## config.mk

```make
export PLATFORM = sky130hd
export DESIGN_NAME = alberti_disc_decipher_core
export DESIGN_NICKNAME = d
export VERILOG_FILES = /design/src/design/alb_pkg.sv /design/src/design/alberti_disc_decipher_core.sv /design/src/design/alb_disc_lookup.sv
export SDC_FILE = /design/constraint.sdc
export NUM_CORES = 1
export LEC_CHECK = 0
export BUFFER_PORTS_ARGS = -buffer_cell sky130_fd_sc_hd__buf_2
export CAP_MARGIN = 5
export CORE_UTILIZATION = 50
export CTS_CLUSTER_DIAMETER = 40
export DETAILED_ROUTE_END_ITERATION = 10
export PLACE_DENSITY = 0.71
export REMOVE_ABC_BUFFERS = 1
export SYNTH_ARGS = -nofsm -noshare
export SYNTH_HDL_FRONTEND = slang
export SYNTH_SLANG_ARGS = --single-unit
```

## constraint.sdc

```tcl
create_clock -name clk -period 5.7 [get_ports clk]
set_input_delay 1.14 -clock clk [delete_from_list [all_inputs] [get_ports clk]]
set_output_delay 1.14 -clock clk [all_outputs]
set_load 0.05 [all_outputs]
```

## src/design/alb_pkg.sv

```systemverilog
`timescale 1ns / 1ps
// ----------------------------------------------------------------------------
// alb_pkg
// Shared types and constants of the disc decipher core: disc size, fixed
// outer ring, fault codes, register indexes and the lookup result type.
// ----------------------------------------------------------------------------
package alb_pkg;

  localparam int DiscSize = 24;
  localparam int PosW     = 5;

  // fixed outer ring, position 0 first
  localparam logic [7:0] OuterRing [0:DiscSize-1] = '{
    8'h41, 8'h42, 8'h43, 8'h44, 8'h45, 8'h46, 8'h47, 8'h49,
    8'h4C, 8'h4D, 8'h4E, 8'h4F, 8'h50, 8'h51, 8'h52, 8'h53,
    8'h54, 8'h56, 8'h58, 8'h5A, 8'h31, 8'h32, 8'h33, 8'h34
  };

  typedef enum logic [1:0] {
    FaultNone      = 2'd0,
    FaultDoubleInd = 2'd1,
    FaultUnknown   = 2'd2,
    FaultNoIndex   = 2'd3
  } fault_t;

  typedef enum logic [1:0] {
    RegDiscLow  = 2'd0,
    RegDiscMid  = 2'd1,
    RegDiscHigh = 2'd2,
    RegIndex    = 2'd3
  } cfg_reg_t;

  // result of a first-match search over a disc
  typedef struct packed {
    logic            hit;
    logic [PosW-1:0] pos;
  } lookup_t;

endpackage

```

## src/design/alberti_disc_decipher_core.sv

```systemverilog
`timescale 1ns / 1ps
// ----------------------------------------------------------------------------
// alberti_disc_decipher_core
// Alberti disc decipher: one ciphertext byte in, one result word out, with
// displacement tracking from indicator characters and latched faults.
// ----------------------------------------------------------------------------
//
//  channel | direction | tdata / data                       | tuser
//  --------+-----------+------------------------------------+----------------
//  in_     | slave     | [7:0] cipher_byte                  | message_start
//  out_    | master    | [7:0] plain_byte, [9:8] fault_code | plain_valid
//  cfg_    | write     | cfg_index 0..3, cfg_data 64 bit    | -
//
//  one word per cycle sustained while out_tready holds high; a word passes
//  from the input register through the lookup and state update into the
//  output register, from where it leaves when out_tready is high
//  the state loop is the displacement/flag/fault update
//  reset (rst_n low, synchronous) empties both stages and sets displacement
//  to minus one, flag and fault to zero, and all disc registers to zero
//  a stall on out_tready holds the output word; the input register still
//  drains into the output register when that is free, so ready stays high
//  with one word waiting
//  configuration is taken every cycle (cfg_ready tied high)
// ----------------------------------------------------------------------------
module alberti_disc_decipher_core (
  input  logic        clk,
  input  logic        rst_n,

  input  logic        in_tvalid,
  output logic        in_tready,
  input  logic [7:0]  in_tdata,   // [7:0] cipher_byte
  input  logic        in_tuser,   // [0] message_start

  output logic        out_tvalid,
  input  logic        out_tready,
  output logic [15:0] out_tdata,  // [7:0] plain_byte, [9:8] fault_code, zero above
  output logic        out_tuser,  // [0] plain_valid

  input  logic        cfg_valid,
  output logic        cfg_ready,
  input  logic [1:0]  cfg_index,
  input  logic [63:0] cfg_data
);

  // modulo 24 of a value below 128 by three compare and subtract steps
  function automatic logic [alb_pkg::PosW-1:0] mod24(input logic [6:0] s);
    logic [6:0] t;
    t = s;
    if (t >= 7'd96) t = t - 7'd96;
    if (t >= 7'd48) t = t - 7'd48;
    if (t >= 7'd24) t = t - 7'd24;
    return t[alb_pkg::PosW-1:0];
  endfunction

  // configuration registers
  logic [63:0] disc_low_r, disc_mid_r, disc_high_r;
  logic [7:0]  index_char_r;
  logic [alb_pkg::DiscSize*8-1:0] disc;

  assign cfg_ready = 1'b1;
  assign disc      = {disc_high_r, disc_mid_r, disc_low_r};

  always_ff @(posedge clk) begin
    if (!rst_n) begin
      disc_low_r   <= '0;
      disc_mid_r   <= '0;
      disc_high_r  <= '0;
      index_char_r <= '0;
    end else if (cfg_valid && cfg_ready) begin
      unique case (alb_pkg::cfg_reg_t'(cfg_index))
        alb_pkg::RegDiscLow:  disc_low_r   <= cfg_data;
        alb_pkg::RegDiscMid:  disc_mid_r   <= cfg_data;
        alb_pkg::RegDiscHigh: disc_high_r  <= cfg_data;
        alb_pkg::RegIndex:    index_char_r <= cfg_data[7:0];
        default:              ;
      endcase
    end
  end

  // stage handshakes
  logic s1_valid_r, out_valid_r;
  logic s1_start_r;
  logic [7:0] s1_byte_r;
  logic s2_free, s1_fire;

  assign s2_free   = !out_valid_r || out_tready;
  assign s1_fire   = s1_valid_r && s2_free;
  assign in_tready = !s1_valid_r || s2_free;

  always_ff @(posedge clk) begin
    if (!rst_n) begin
      s1_valid_r <= 1'b0;
    end else if (in_tready) begin
      s1_valid_r <= in_tvalid;
    end
  end

  always_ff @(posedge clk) begin
    if (in_tvalid && in_tready) begin
      s1_byte_r  <= in_tdata;
      s1_start_r <= in_tuser;
    end
  end

  // lookups: index character and the byte itself against the inner disc
  alb_pkg::lookup_t idx_lk, inner_lk, outer_lk;

  alb_disc_lookup u_idx_lookup (
    .disc   (disc),
    .key    (index_char_r),
    .result (idx_lk)
  );

  alb_disc_lookup u_byte_lookup (
    .disc   (disc),
    .key    (s1_byte_r),
    .result (inner_lk)
  );

  // outer ring is constant, so this is plain compare logic
  always_comb begin
    outer_lk = '0;
    for (int p = alb_pkg::DiscSize - 1; p >= 0; p--) begin
      if (alb_pkg::OuterRing[p] == s1_byte_r) begin
        outer_lk.hit = 1'b1;
        outer_lk.pos = alb_pkg::PosW'(p);
      end
    end
  end

  // message state
  logic [5:0]       disp_r, disp_nxt, disp_cur;
  logic             ind_r, ind_nxt, ind_cur;
  alb_pkg::fault_t  fault_r, fault_nxt, fault_cur;
  logic             plain_valid;
  logic [7:0]       plain_byte;
  logic [6:0]       sum;

  // message start clears the state before the byte is looked at
  assign disp_cur  = s1_start_r ? 6'h3F : disp_r;
  assign ind_cur   = s1_start_r ? 1'b0 : ind_r;
  assign fault_cur = s1_start_r ? alb_pkg::FaultNone : fault_r;

  // inner position + 48 + sign-extended displacement, always in 25..94
  assign sum = {2'b00, inner_lk.pos} + 7'd48 + {disp_cur[5], disp_cur};

  always_comb begin
    disp_nxt    = disp_cur;
    ind_nxt     = ind_cur;
    fault_nxt   = fault_cur;
    plain_valid = 1'b0;
    plain_byte  = 8'h00;
    if (fault_cur == alb_pkg::FaultNone) begin
      if (!idx_lk.hit) begin
        fault_nxt = alb_pkg::FaultNoIndex;
      end else if (inner_lk.hit) begin
        // inner disc wins over the outer ring
        plain_valid = 1'b1;
        plain_byte  = alb_pkg::OuterRing[mod24(sum)];
        ind_nxt     = 1'b0;
      end else if (outer_lk.hit) begin
        if (ind_cur) begin
          fault_nxt = alb_pkg::FaultDoubleInd;
        end else begin
          disp_nxt = {1'b0, outer_lk.pos} - {1'b0, idx_lk.pos};
          ind_nxt  = 1'b1;
        end
      end else begin
        fault_nxt = alb_pkg::FaultUnknown;
      end
    end
  end

  always_ff @(posedge clk) begin
    if (!rst_n) begin
      disp_r  <= 6'h3F;
      ind_r   <= 1'b0;
      fault_r <= alb_pkg::FaultNone;
    end else if (s1_fire) begin
      disp_r  <= disp_nxt;
      ind_r   <= ind_nxt;
      fault_r <= fault_nxt;
    end
  end

  // output register
  logic [15:0] out_data_r;
  logic        out_user_r;

  always_ff @(posedge clk) begin
    if (!rst_n) begin
      out_valid_r <= 1'b0;
    end else if (s2_free) begin
      out_valid_r <= s1_valid_r;
    end
  end

  always_ff @(posedge clk) begin
    if (s1_fire) begin
      out_data_r <= {6'b000000, fault_nxt, plain_byte};
      out_user_r <= plain_valid;
    end
  end

  assign out_tvalid = out_valid_r;
  assign out_tdata  = out_data_r;
  assign out_tuser  = out_user_r;

  // a latched fault survives any word without a message start
  a_fault_holds: assert property (@(posedge clk) disable iff (!rst_n)
    (s1_fire && !s1_start_r && fault_r != alb_pkg::FaultNone) |=> fault_r == $past(fault_r))
    else $error("latched fault changed without message start");

  // a deciphered character never comes with a fault
  a_plain_no_fault: assert property (@(posedge clk) disable iff (!rst_n)
    (out_tvalid && out_tuser) |-> out_tdata[9:8] == alb_pkg::FaultNone)
    else $error("plain character reported together with a fault");

  // no character means a zero byte
  a_empty_zero: assert property (@(posedge clk) disable iff (!rst_n)
    (out_tvalid && !out_tuser) |-> out_tdata[7:0] == 8'h00)
    else $error("plain byte not zero on a word without a character");

  // state moves only when a word passes into the output register
  a_state_quiet: assert property (@(posedge clk) disable iff (!rst_n)
    !s1_fire |=> ($stable(disp_r) && $stable(ind_r) && $stable(fault_r)))
    else $error("message state changed without a word");

endmodule

```

## src/design/alb_disc_lookup.sv

```systemverilog
`timescale 1ns / 1ps
// ----------------------------------------------------------------------------
// alb_disc_lookup
// Parallel compare of one byte against the 24 inner disc characters with a
// priority encoder; the lowest matching position wins.
// ----------------------------------------------------------------------------
module alb_disc_lookup (
  input  logic [alb_pkg::DiscSize*8-1:0] disc,
  input  logic [7:0]                     key,
  output alb_pkg::lookup_t               result
);

  logic [alb_pkg::DiscSize-1:0] match;

  always_comb begin
    for (int p = 0; p < alb_pkg::DiscSize; p++) begin
      match[p] = (disc[p*8 +: 8] == key);
    end
  end

  // scan from the top so the lowest match is the one that sticks
  always_comb begin
    result.hit = |match;
    result.pos = '0;
    for (int p = alb_pkg::DiscSize - 1; p >= 0; p--) begin
      if (match[p]) begin
        result.pos = alb_pkg::PosW'(p);
      end
    end
  end

endmodule
```

==> results.json, run 1 <==
{
  "die_w_um": 174,
  "crit_end": "out_tdata[1]",
  "cts.path.max_buffers": 3,
  "grt_antenna_before_repair": 0,
  "p_per_area_nw_per_um2": 269,
  "skew_ns": 0.0141,
  "placementRows": 62,
  "worst_pin_slew_ns": 1.14,
  "fin_ws_ns": -0.260,
  "drive_gt1_share_pct": 23.9,
  "postSynthAreaPerCell_um2": 8.12,
  "cap_violations": 0,
  "criticalPathCategory": "reg2reg",
  "cts_inserted_buffers": 36,
  "clockRootBuffer": "clkbuf_16",
  "p_leak_nw": 8.66,
  "crit_fanout": 5,
  "startpoint": "s1_byte_r[5]",
  "rrSetupSlack_ns": -0.26,
  "fin_area_um2": 19000,
  "htree_levels": 2,
  "synth_edf_count": 19,
  "nets": 2225,
  "fin_hold_ws_ns": 0.477,
  "worstReg2RegEnd": "out_tdata[1]",
  "slew_violations": 0,
  "synthCells": 1827,
  "syn_area_um2": 14800,
  "synth_ff_type": "dfxtp_1",
  "initial_utilization_pct": 51.3,
  "dp.cells": 2429,
  "cts_tree": "done",
  "required_ns": 5.99,
  "clk_latency_ns": 0.52,
  "vias": 14200,
  "min_period_over_period_pct": 105,
  "finalSetupViolCount": 6,
  "ys_warn_count": 0,
  "grt_pass1_vias": 14000,
  "synth-seq-cells": 230,
  "drc": 0,
  "fill_cells": 2328,
  "cp-start-kind": "flip-flop",
  "area_delta_synth_final_pct": 28.0,
  "wl_um": 48500,
  "max-vdd-ir-drop_uv": 243,
  "antenna_cells": 0,
  "cts_sinks": 230,
  "viasPerCell": 5.61,
  "async_flop_share_pct": 0,
  "grtUsageTotal_pct": 31.7,
  "ant_nets": 0,
  "r2r_start": "s1_byte_r[5]",
  "path_clk_slew_ns": 0.05,
  "yosysUniqueCellTypes": 77,
  "final_util_pct": 65.7,
  "arrival_ns": 6.25,
  "firstDrtPassIters": 5,
  "grt_max_degree": 89,
  "endpoint_kind": "flip-flop",
  "core_um2": 28900,
  "violations": "negative setup slack",
  "grt_pass1_wl_um": 76100,
  "io_buffers": 91,
  "drt_iter0_drc": 1078,
  "final-instance-count-excl-fill": 2532,
  "maxSlewHeadroom_pct": 24.1,
  "dp_hpwl_um": 34100,
  "wl_per_cell_um": 19.2,
  "regArea_um2": 4790,
  "rsz0062_at_grt": "yes",
  "fmax_mhz": 168,
  "die_area_um2": 30400,
  "gp_routability_congestion": 0.989,
  "grt.overflow.total": 0,
  "status": "finished, violations left",
  "die_height_um": 174,
  "pin_count": 100,
  "p_total_mw": 5.10,
  "dpl_cell_area_um2": 17100,
  "fin_crit_ns": 5.96,
  "min_path_type": "reg2reg",
  "final_hold_viol_count": 0,
  "multi_input_area_um2": 9660,
  "yosysSeqAreaShare_pct": 32.3,
  "reg2reg_depth": 26
}
-- state kept, by name, indices dropped and copies added, names as in the netlist --
| signal | count |
|---|---|
| disc_low_r | 64 |
| ind_r | 1 |
| s1_valid_r | 1 |
| out_tdata | 9 |
| out_tvalid | 1 |
| fault_r | 2 |
| disc_mid_r | 64 |
| s1_byte_r | 8 |
| index_char_r | 8 |
| s1_start_r | 1 |
| disc_high_r | 64 |
| disp_r | 6 |
| out_tuser | 1 |
-- how the worst min path moves through the flow --
| stage | from | end | cells past startpoint |
|---|---|---|---|
| final | disp_r[1] | disp_r[1] | 2 |
| after global routing | disp_r[4] | disp_r[4] | 2 |
| after CTS | disp_r[1] | disp_r[1] | 2 |
| after detailed placement | disp_r[1] | disp_r[1] | 2 |
| after global placement | disp_r[0] | disp_r[0] | 2 |
| after floorplan | disp_r[1] | disp_r[1] | 2 |
-- Yosys cell counts, drive strengths merged (10+ instances only) --
cell type / count / area (um^2)
clkbuf: 64 / 240
nor3: 10 / 50.1
ha: 22 / 275
nor2: 49 / 184
mux2i: 12 / 133
a21oi: 31 / 155
nor2b: 13 / 81.3
nand2: 457 / 1720
edfxtp: 19 / 571
inv: 22 / 82.6
o211ai: 10 / 75.1
nand2b: 10 / 65.1
nor4: 76 / 475
nand4: 34 / 213
dfxtp: 211 / 4220
xor2: 289 / 2530
a21boi: 195 / 1460
and2: 11 / 68.8
xnor2: 100 / 891
buf: 66 / 373
o21ai: 22 / 110
-- logic make-up after synthesis --
kind of cell               count (synthesis)  share of synthesized area (%)
DFF                                      230                           32.3
xor gates and xnor gates                 389                           23.1
muxes                                     13                          0.995
AOI/OAI and AO/OA                        322                           15.9
other                                      2                         0.0506
adders and majority gates                 24                           2.12
buffers and inverters                    152                           4.69
and+or+nand+nor                          695                           20.9
-- cell type report --
class / count / share of cell area, %
sequential: 230 / 25.2
clock buffer: 45 / 5.35
timing repair buffer: 380 / 14.4
clock inverter: 20 / 1.22
multi-input combinational: 1451 / 50.8
inverter: 22 / 0.435
tap: 384 / 2.53
-- timing repair --
action,4_1_cts,5_1_grt
setup buffers,29,8
resized for setup,43,22
hold buffers,0,0
gates cloned,0,1
endpoints found under the setup margin,7,7
pin swaps,34,15
hold endpoints to repair,0,0
-- worst max-delay path, cell delays in order, from the launching register on --
cell and delay (ns):
edfxtp_1 0.51, buf_6 0.18, buf_4 0.13, xor2_1 0.13
nor4_1 0.42, nand2_1 0.22, o211ai_1 0.15, a21oi_1 0.09
o211ai_1 0.20, a21oi_2 0.09, ha_1 0.32, ha_4 0.18
fa_2 0.37, xnor2_2 0.17, inv_2 0.06, or3_4 0.37
mux2i_4 0.16, nand2_2 0.08, buf_4 0.13, buf_4 0.12
buf_4 0.12, buf_4 0.12, o311a_4 0.31, a211oi_2 0.40
o22a_2 0.27, nor3_1 0.08, a2111oi_1 0.35
-- cell usage in the layout, fill, tap and decap left out, types with 10 or more instances in the layout --
master	instances
edfxtp_1	19
a21oi_1	27
and2_1	11
buf_6	10
nand4_1	34
xnor2_1	98
buf_4	275
nor2_1	46
buf_2	90
nand2_1	455
clkbuf_16	39
a21boi_0	194
nor2b_1	13
mux2i_1	10
inv_1	21
nor4_1	61
xor2_1	287
ha_1	18
o21ai_0	13
dfxtp_1	211
nor4_2	15
o211ai_1	10
-- metal layers --
metal / track usage [%] / up-vias / share of wire (%)
met5: 0 / - / 0
met4: 14.5 / 0 / 4.7
met3: 5.84 / 153 / 7.4
met2: 53.8 / 560 / 47
met1: 38.7 / 6778 / 41
li1: - / 6708 / -
-- metrics by stage --
stage          TNS [ns]  setup WS [ns]
3_5_place_dp      -4.39         -0.789
6_report         -0.930         -0.260
3_3_place_gp      -2.92         -0.557
4_1_cts          -0.733         -0.203
2_1_floorplan     -4.67         -0.933
5_1_grt           -2.26         -0.422
-- report_power, final --
| group | internal, mW | switching [mW] | leakage, nW |
|---|---|---|---|
| clock | 1.43 | 0.845 | 0.616 |
| sequential | 1.69 | 0.0665 | 1.90 |
| combinational | 0.470 | 0.604 | 6.14 |
Power figures use the tool's default switching activity.
==> run 2, diff against run 1 <==
--- a/config.mk
+++ b/config.mk
@@ -10,6 +10,7 @@
 export CORE_UTILIZATION = 50
 export CTS_CLUSTER_DIAMETER = 40
 export DETAILED_ROUTE_END_ITERATION = 10
+export MAX_ROUTING_LAYER = met4
 export PLACE_DENSITY = 0.71
 export REMOVE_ABC_BUFFERS = 1
 export SYNTH_ARGS = -nofsm -noshare
==> run 2 against run 1 <==
Compared with the run above:
- the flow still finishes with violations (negative setup slack)
- critical path depth rose by 3
- count of clock-buffer cells in the layout grew 2
- worst setup slack gained 0.010 ns
- clock power is 7% higher
- cell count increased by 0.32%
- sequential power is essentially flat
- power up 3.0%
- largest power group unchanged
==> results.json, run 2 (synthesis gave the netlist of run 1 again) <==
{
  "required_ns": 6.02,
  "final_util_pct": 66.0,
  "grtUsageTotal_pct": 32.9,
  "ctsHoldBuffers": 0,
  "dp.cells": 2436,
  "worstReg2RegEnd": "out_tdata[1]",
  "fill_cells": 2379,
  "swShare_pct": 29.0,
  "finalSetupViolCount": 7,
  "cts.path.max_buffers": 3,
  "crit_end": "out_tdata[1]",
  "die_area_um2": 30400,
  "final_cell_mix": "nand2_1, xor2_1, buf_4",
  "grt_pass1_wl_um": 76600,
  "fin_area_um2": 19100,
  "nets": 2230,
  "status": "finished, violations left",
  "clk_latency_ns": 0.53,
  "cts_sinks": 230,
  "drc": 0,
  "criticalPathCategory": "reg2reg",
  "die_height_um": 174,
  "pin_count": 100,
  "endpoint_kind": "flip-flop",
  "r2r_start": "s1_byte_r[4]",
  "skew_ns": 0.0190,
  "io_buffers": 91,
  "preCtsSetupSlack_ns": -0.696,
  "gp_routability_congestion": 0.998,
  "maxSlewHeadroom_pct": 39.1,
  "initial_utilization_pct": 51.3,
  "p_sw_mw": 1.53,
  "drt_iter0_drc": 1008,
  "clockRootBuffer": "clkbuf_16",
  "crit_slowest_cell": "edfxtp_1",
  "worst_pin_slew_ns": 0.913,
  "cap_violations": 0,
  "core_um2": 28900,
  "rrSetupSlack_ns": -0.25,
  "combPwrFrac_pct": 20.3,
  "final_common_cell": "nand2_1",
  "path_clk_slew_ns": 0.05,
  "fmax_mhz": 168,
  "grt.overflow.total": 0,
  "die_w_um": 174,
  "cpMostUsedCell": "nand2_1",
  "min_path_type": "reg2reg",
  "seq_power_share_pct": 33.3,
  "slew_violations": 0,
  "final-instance-count-excl-fill": 2540,
  "fin_ws_ns": -0.250,
  "area_delta_synth_final_pct": 28.7,
  "final_hold_viol_count": 0,
  "p_leak_nw": 8.75,
  "min_period_over_period_pct": 104,
  "grt_max_degree": 97,
  "wl_per_cell_um": 19.2,
  "vias": 14200,
  "cts_tree": "done",
  "dp_hpwl_um": 34600,
  "slowest_delay_ns": 0.52,
  "reg2reg_depth": 29,
  "firstDrtPassIters": 5,
  "placementRows": 62,
  "viasPerCell": 5.59,
  "rsz0062_at_grt": "yes",
  "grt_antenna_before_repair": 1,
  "arrival_ns": 6.27,
  "drive_gt1_share_pct": 24.0,
  "violations": "negative setup slack",
  "cts_inserted_buffers": 39,
  "wl_um": 48700,
  "fin_crit_ns": 5.95,
  "p_per_area_nw_per_um2": 275,
  "top_regs": "disc_high_r: 64 flops, disc_low_r: 64 flops, disc_mid_r: 64 flops",
  "crit_fanout": 5,
  "cp-start-kind": "flip-flop",
  "dpl_cell_area_um2": 17200,
  "fin_hold_ws_ns": 0.469,
  "p_int_mw": 3.73,
  "ant_nets": 0,
  "htree_levels": 2,
  "power_frac_clock_pct": 46.3,
  "max-vdd-ir-drop_uv": 233,
  "startpoint": "s1_byte_r[4]",
  "grt_pass1_vias": 14300
}
run 2: through the flow:
stage / setup TNS (ns) / power [mW]
finish: -1.27 / 5.26
global route: -3.83 / 5.44
CTS: -0.557 / 5.24
detailed placement: -3.99 / 2.76
global placement: -2.91 / 2.74
floorplan: -4.67 / 2.35
run 2: timing repair:
| action | 4_1_cts | 5_1_grt |
|---|---|---|
| setup buffers | 24 | 9 |
| pin swaps | 40 | 28 |
| gates resized for setup | 45 | 15 |
| endpoints found under the setup margin | 7 | 7 |
run 2: worst min path at each step:
| stage | from | to | slack (ns) | cells past startpoint |
|---|---|---|---|---|
| 4_1_cts | disp_r[1] | disp_r[1] | 0.47 | 2 |
| 6_report | disp_r[1] | disp_r[1] | 0.47 | 2 |
| 3_3_place_gp | disp_r[2] | disp_r[2] | 0.46 | 2 |
| 2_1_floorplan | disp_r[1] | disp_r[1] | 0.44 | 2 |
| 5_1_grt | disp_r[1] | disp_r[1] | 0.50 | 2 |
| 3_5_place_dp | disp_r[1] | disp_r[1] | 0.47 | 2 |
run 2: power groups by stage:
| stage | Clock [mW] | Combinational (mW) | Sequential, mW |
|---|---|---|---|
| floorplan | 0 | 0.527 | 1.83 |
| global placement | 0 | 0.959 | 1.78 |
| detailed placement | 0 | 0.976 | 1.78 |
| CTS | 2.46 | 1.04 | 1.75 |
| global route | 2.53 | 1.15 | 1.76 |
| finish | 2.43 | 1.07 | 1.75 |
run 2: cell type report:
type / instances / area, um^2 / share of cell area (%)
Antenna cell: 1 / 2.50 / 0.0131
Clock buffer: 47 / 1100 / 5.76
Clock inverter: 23 / 263 / 1.38
Inverter: 22 / 82.6 / 0.432
Multi-Input combinational cell: 1451 / 9610 / 50.3
Sequential cell: 230 / 4790 / 25.1
Tap cell: 384 / 480 / 2.51
Timing Repair Buffer: 382 / 2780 / 14.5
run 2: routing by layer:
metal	vias to the layer above	wire length (um)	global-route usage [%]
li1	6703	-	-
met1	6804	19500	38.6
met2	534	23700	54.5
met3	161	3240	5.51
met4	0	2210	15.8
met5	-	0	-
run 2: worst max-delay path: cells and delay by family (launching register included):
family / cells / cell delay, ns
compound gates: 10 / 1.87
simple gates: 7 / 1.06
fa+ha+maj: 4 / 1.01
flops: 1 / 0.52
mux: 3 / 0.49
buf+inv: 3 / 0.46
xor+xnor: 2 / 0.33
==> run 3, diff against run 2 <==
--- a/config.mk
+++ b/config.mk
@@ -5,6 +5,7 @@
 export SDC_FILE = /design/constraint.sdc
 export NUM_CORES = 1
 export LEC_CHECK = 0
+export ABC_AREA = 1
 export BUFFER_PORTS_ARGS = -buffer_cell sky130_fd_sc_hd__buf_2
 export CAP_MARGIN = 5
 export CORE_UTILIZATION = 50
==> run 3 against run 2 <==
Compared with the run above:
- the run still ends with negative setup slack left
- via count rose by 16%
- worst setup slack improved by 0.12 ns
- sequential power is 3% higher
- flip-flop and latch count unchanged
- synthesized cell count up 26%
- non-clock buffer count is 133 lower
- first-iteration DRC count increased by 64%
- die area increased by 0.48%
- largest cell class unchanged
- largest power group unchanged
==> results.json, run 3 <==
{
  "fin_ws_ns": -0.128,
  "synth-seq-cells": 230,
  "r2r_start": "s1_byte_r[3]",
  "nets": 2574,
  "die_height_um": 175,
  "rsz0062_at_grt": "yes",
  "io_buffers": 91,
  "preCtsSetupSlack_ns": -0.290,
  "slowest_delay_ns": 0.38,
  "grt_pass1_wl_um": 85000,
  "p_total_mw": 5.71,
  "yosys.area_share.adder_pct": 2.11,
  "hp-start": "disp_r[2]",
  "area_delta_synth_final_pct": 22.4,
  "yosysSeqAreaShare_pct": 32.1,
  "gp_routability_congestion": 1.04,
  "die_area_um2": 30500,
  "drc": 0,
  "cap_violations": 0,
  "reg2reg_depth": 38,
  "async_flop_share_pct": 0,
  "synth_ff_type": "dfxtp_1",
  "cts.path.max_buffers": 3,
  "status": "finished, violations left",
  "synth_commonest_cells": "nand2_1, nor2_1, inv_1",
  "p_int_mw": 3.80,
  "arrival_ns": 6.11,
  "drive_gt1_share_pct": 16.3,
  "p_leak_nw": 8.50,
  "grt_pass1_vias": 15200,
  "skew_ns": 0.0262,
  "drt_iter0_drc": 1651,
  "grt.overflow.total": 0,
  "fmax_mhz": 172,
  "combPwrFrac_pct": 25.6,
  "endpoint_kind": "flip-flop",
  "ys_top_cells_by_area": "dfxtp_1, nand2_1, nor2_1",
  "synth-compound-area-share_pct": 16.6,
  "crit_slowest_cell": "edfxtp_1",
  "core_um2": 29000,
  "clk_latency_ns": 0.55,
  "dp_hpwl_um": 39200,
  "wl_um": 56100,
  "synth.most_common_cell": "nand2_1",
  "die_w_um": 175,
  "synth_xor_xnor_area_share_pct": 8.10,
  "cts_inserted_buffers": 41,
  "htree_levels": 2,
  "cts_sinks": 230,
  "final_common_cell": "nand2_1",
  "final_cell_mix": "nand2_1, nor2_1, o21ai_0",
  "max-vdd-ir-drop_uv": 242,
  "pin_count": 100,
  "violations": "negative setup slack",
  "required_ns": 5.98,
  "initial_utilization_pct": 51.4,
  "fin_hold_ws_ns": 0.466,
  "final_hold_viol_count": 0,
  "swShare_pct": 33.5,
  "grtUsageTotal_pct": 37.0,
  "viasPerCell": 5.70,
  "ctsHoldBuffers": 0,
  "slew_violations": 0,
  "synth_edf_count": 19,
  "firstDrtPassIters": 7,
  "synth_top_family_by_area": "simple AND/OR/NAND/NOR gates",
  "hold_path_depth": 2,
  "min_path_type": "reg2reg",
  "wl_per_cell_um": 19.5,
  "min_delay_worst_endpoint": "disp_r[2]",
  "syn_area_um2": 14900,
  "placementRows": 62,
  "worstReg2RegEnd": "out_tdata[2]",
  "vias": 16400,
  "rrSetupSlack_ns": -0.13,
  "seq_power_share_pct": 31.7,
  "min_period_over_period_pct": 102,
  "cpMostUsedCell": "nand2_1",
  "yosysTopAreaCellShare_pct": 28.3,
  "antenna_cells": 0,
  "synthSimpleGateAreaFrac_pct": 30.5,
  "synth_area_leader_cell": "dfxtp_1",
  "grt_max_degree": 103,
  "clockRootBuffer": "clkbuf_16",
  "crit_fanout": 7,
  "criticalPathCategory": "reg2reg",
  "p_sw_mw": 1.91,
  "synth.mux.area_fraction_pct": 0,
  "ant_nets": 0,
  "path_clk_slew_ns": 0.06,
  "grt_antenna_before_repair": 0,
  "synthCells": 2310,
  "top_regs": "disc_high_r: 64 flops, disc_low_r: 64 flops, disc_mid_r: 64 flops",
  "cts_tree": "done",
  "maxSlewHeadroom_pct": 26.7,
  "postSynthAreaPerCell_um2": 6.46,
  "power_frac_clock_pct": 42.8,
  "finalSetupViolCount": 7,
  "ys_warn_count": 0,
  "cp-start-kind": "flip-flop",
  "worst_pin_slew_ns": 1.09,
  "yosysUniqueCellTypes": 49,
  "p_per_area_nw_per_um2": 313,
  "fin_crit_ns": 5.83
}
==> run 3: cell types whose count changed in the layout (fill, tap and decap cells not counted), sizes merged, moves of 75 or more <==
cell / previous run / this run
nor2: 49 / 343
a21boi: 195 / 1
o21ai: 22 / 225
inv: 26 / 241
xor2: 289 / 79
buf: 382 / 249
nand2: 457 / 532
a21oi: 31 / 182
==> run 3: through the flow <==
| step | instance area [um^2] | util (%) | setup TNS (ns) | std cells |
|---|---|---|---|---|
| detailed placement | 16400 | 56.4 | -1.69 | 2782 |
| CTS | 17900 | 61.5 | 0 | 2863 |
| finish | 18300 | 62.9 | -0.672 | 2885 |
| floorplan | 14300 | - | -1.04 | 2178 |
| global route | 18300 | 62.9 | -3.22 | 2885 |
| global placement | 16400 | 56.4 | -0.113 | 2782 |
==> run 3: power by group through the flow <==
| stage | clock network [mW] | registers (mW) | logic, mW |
|---|---|---|---|
| floorplan | 0 | 1.86 | 0.773 |
| global placement | 0 | 1.83 | 1.25 |
| detailed placement | 0 | 1.84 | 1.28 |
| CTS | 2.45 | 1.80 | 1.32 |
| global route | 2.52 | 1.81 | 1.59 |
| finish | 2.44 | 1.81 | 1.46 |
==> run 3: how the worst max path moves through the flow <==
stage | to | cells after the start | startpoint
floorplan | out_tdata[0] | 52 | s1_byte_r[4]
global placement | out_tdata[0] | 37 | s1_byte_r[3]
detailed placement | out_tdata[3] | 37 | s1_byte_r[3]
CTS | out_tdata[0] | 37 | s1_byte_r[5]
global route | out_tdata[2] | 52 | s1_byte_r[4]
finish | out_tdata[2] | 38 | s1_byte_r[3]
==> run 3: layout make-up <==
type,count,area (um^2)
clock buffers,53,1130
clock inverters,21,231
fillers,2681,10800
inverters,236,903
multi-input cells,1712,8850
flip-flops and latches,230,4790
well taps,384,480
repair buffers,249,1860
==> run 3: repair_timing <==
action                                  CTS  global route
pin swaps                                16            40
gates resized for setup                  21            57
endpoints found under the setup margin    7             7
buffers inserted                          7            22
==> run 3: worst max-delay path, delay by kind of cell, from the launching register on <==
family                   cells  cell delay [ns]
AND/OR/NAND/NOR             18             2.17
XOR/XNOR                     1             0.19
adder cells (fa/ha/maj)      4             0.96
flip-flops                   1             0.38
AO/OA/AOI/OAI                5             0.81
buffers and inverters       10             1.02
==> run 3: cell families after synthesis <==
group | after synthesis
adders and majority gates | 24
AOI/OAI and AO/OA | 462
buffers and inverters | 374
DFF | 230
and+or+nand+nor | 1080
xor gates and xnor gates | 138
other | 2
==> run 3: routing by layer <==
layer  wire, um  part of all wire (%)  track usage, %  up-vias
met1      22500                    40            46.1     7618
met4       2960                   5.3            18.4        0
li1           -                     -               -     7780
met5          0                     0               -        -
met2      25700                    46            58.1      835
met3       4960                   8.8            5.64      212
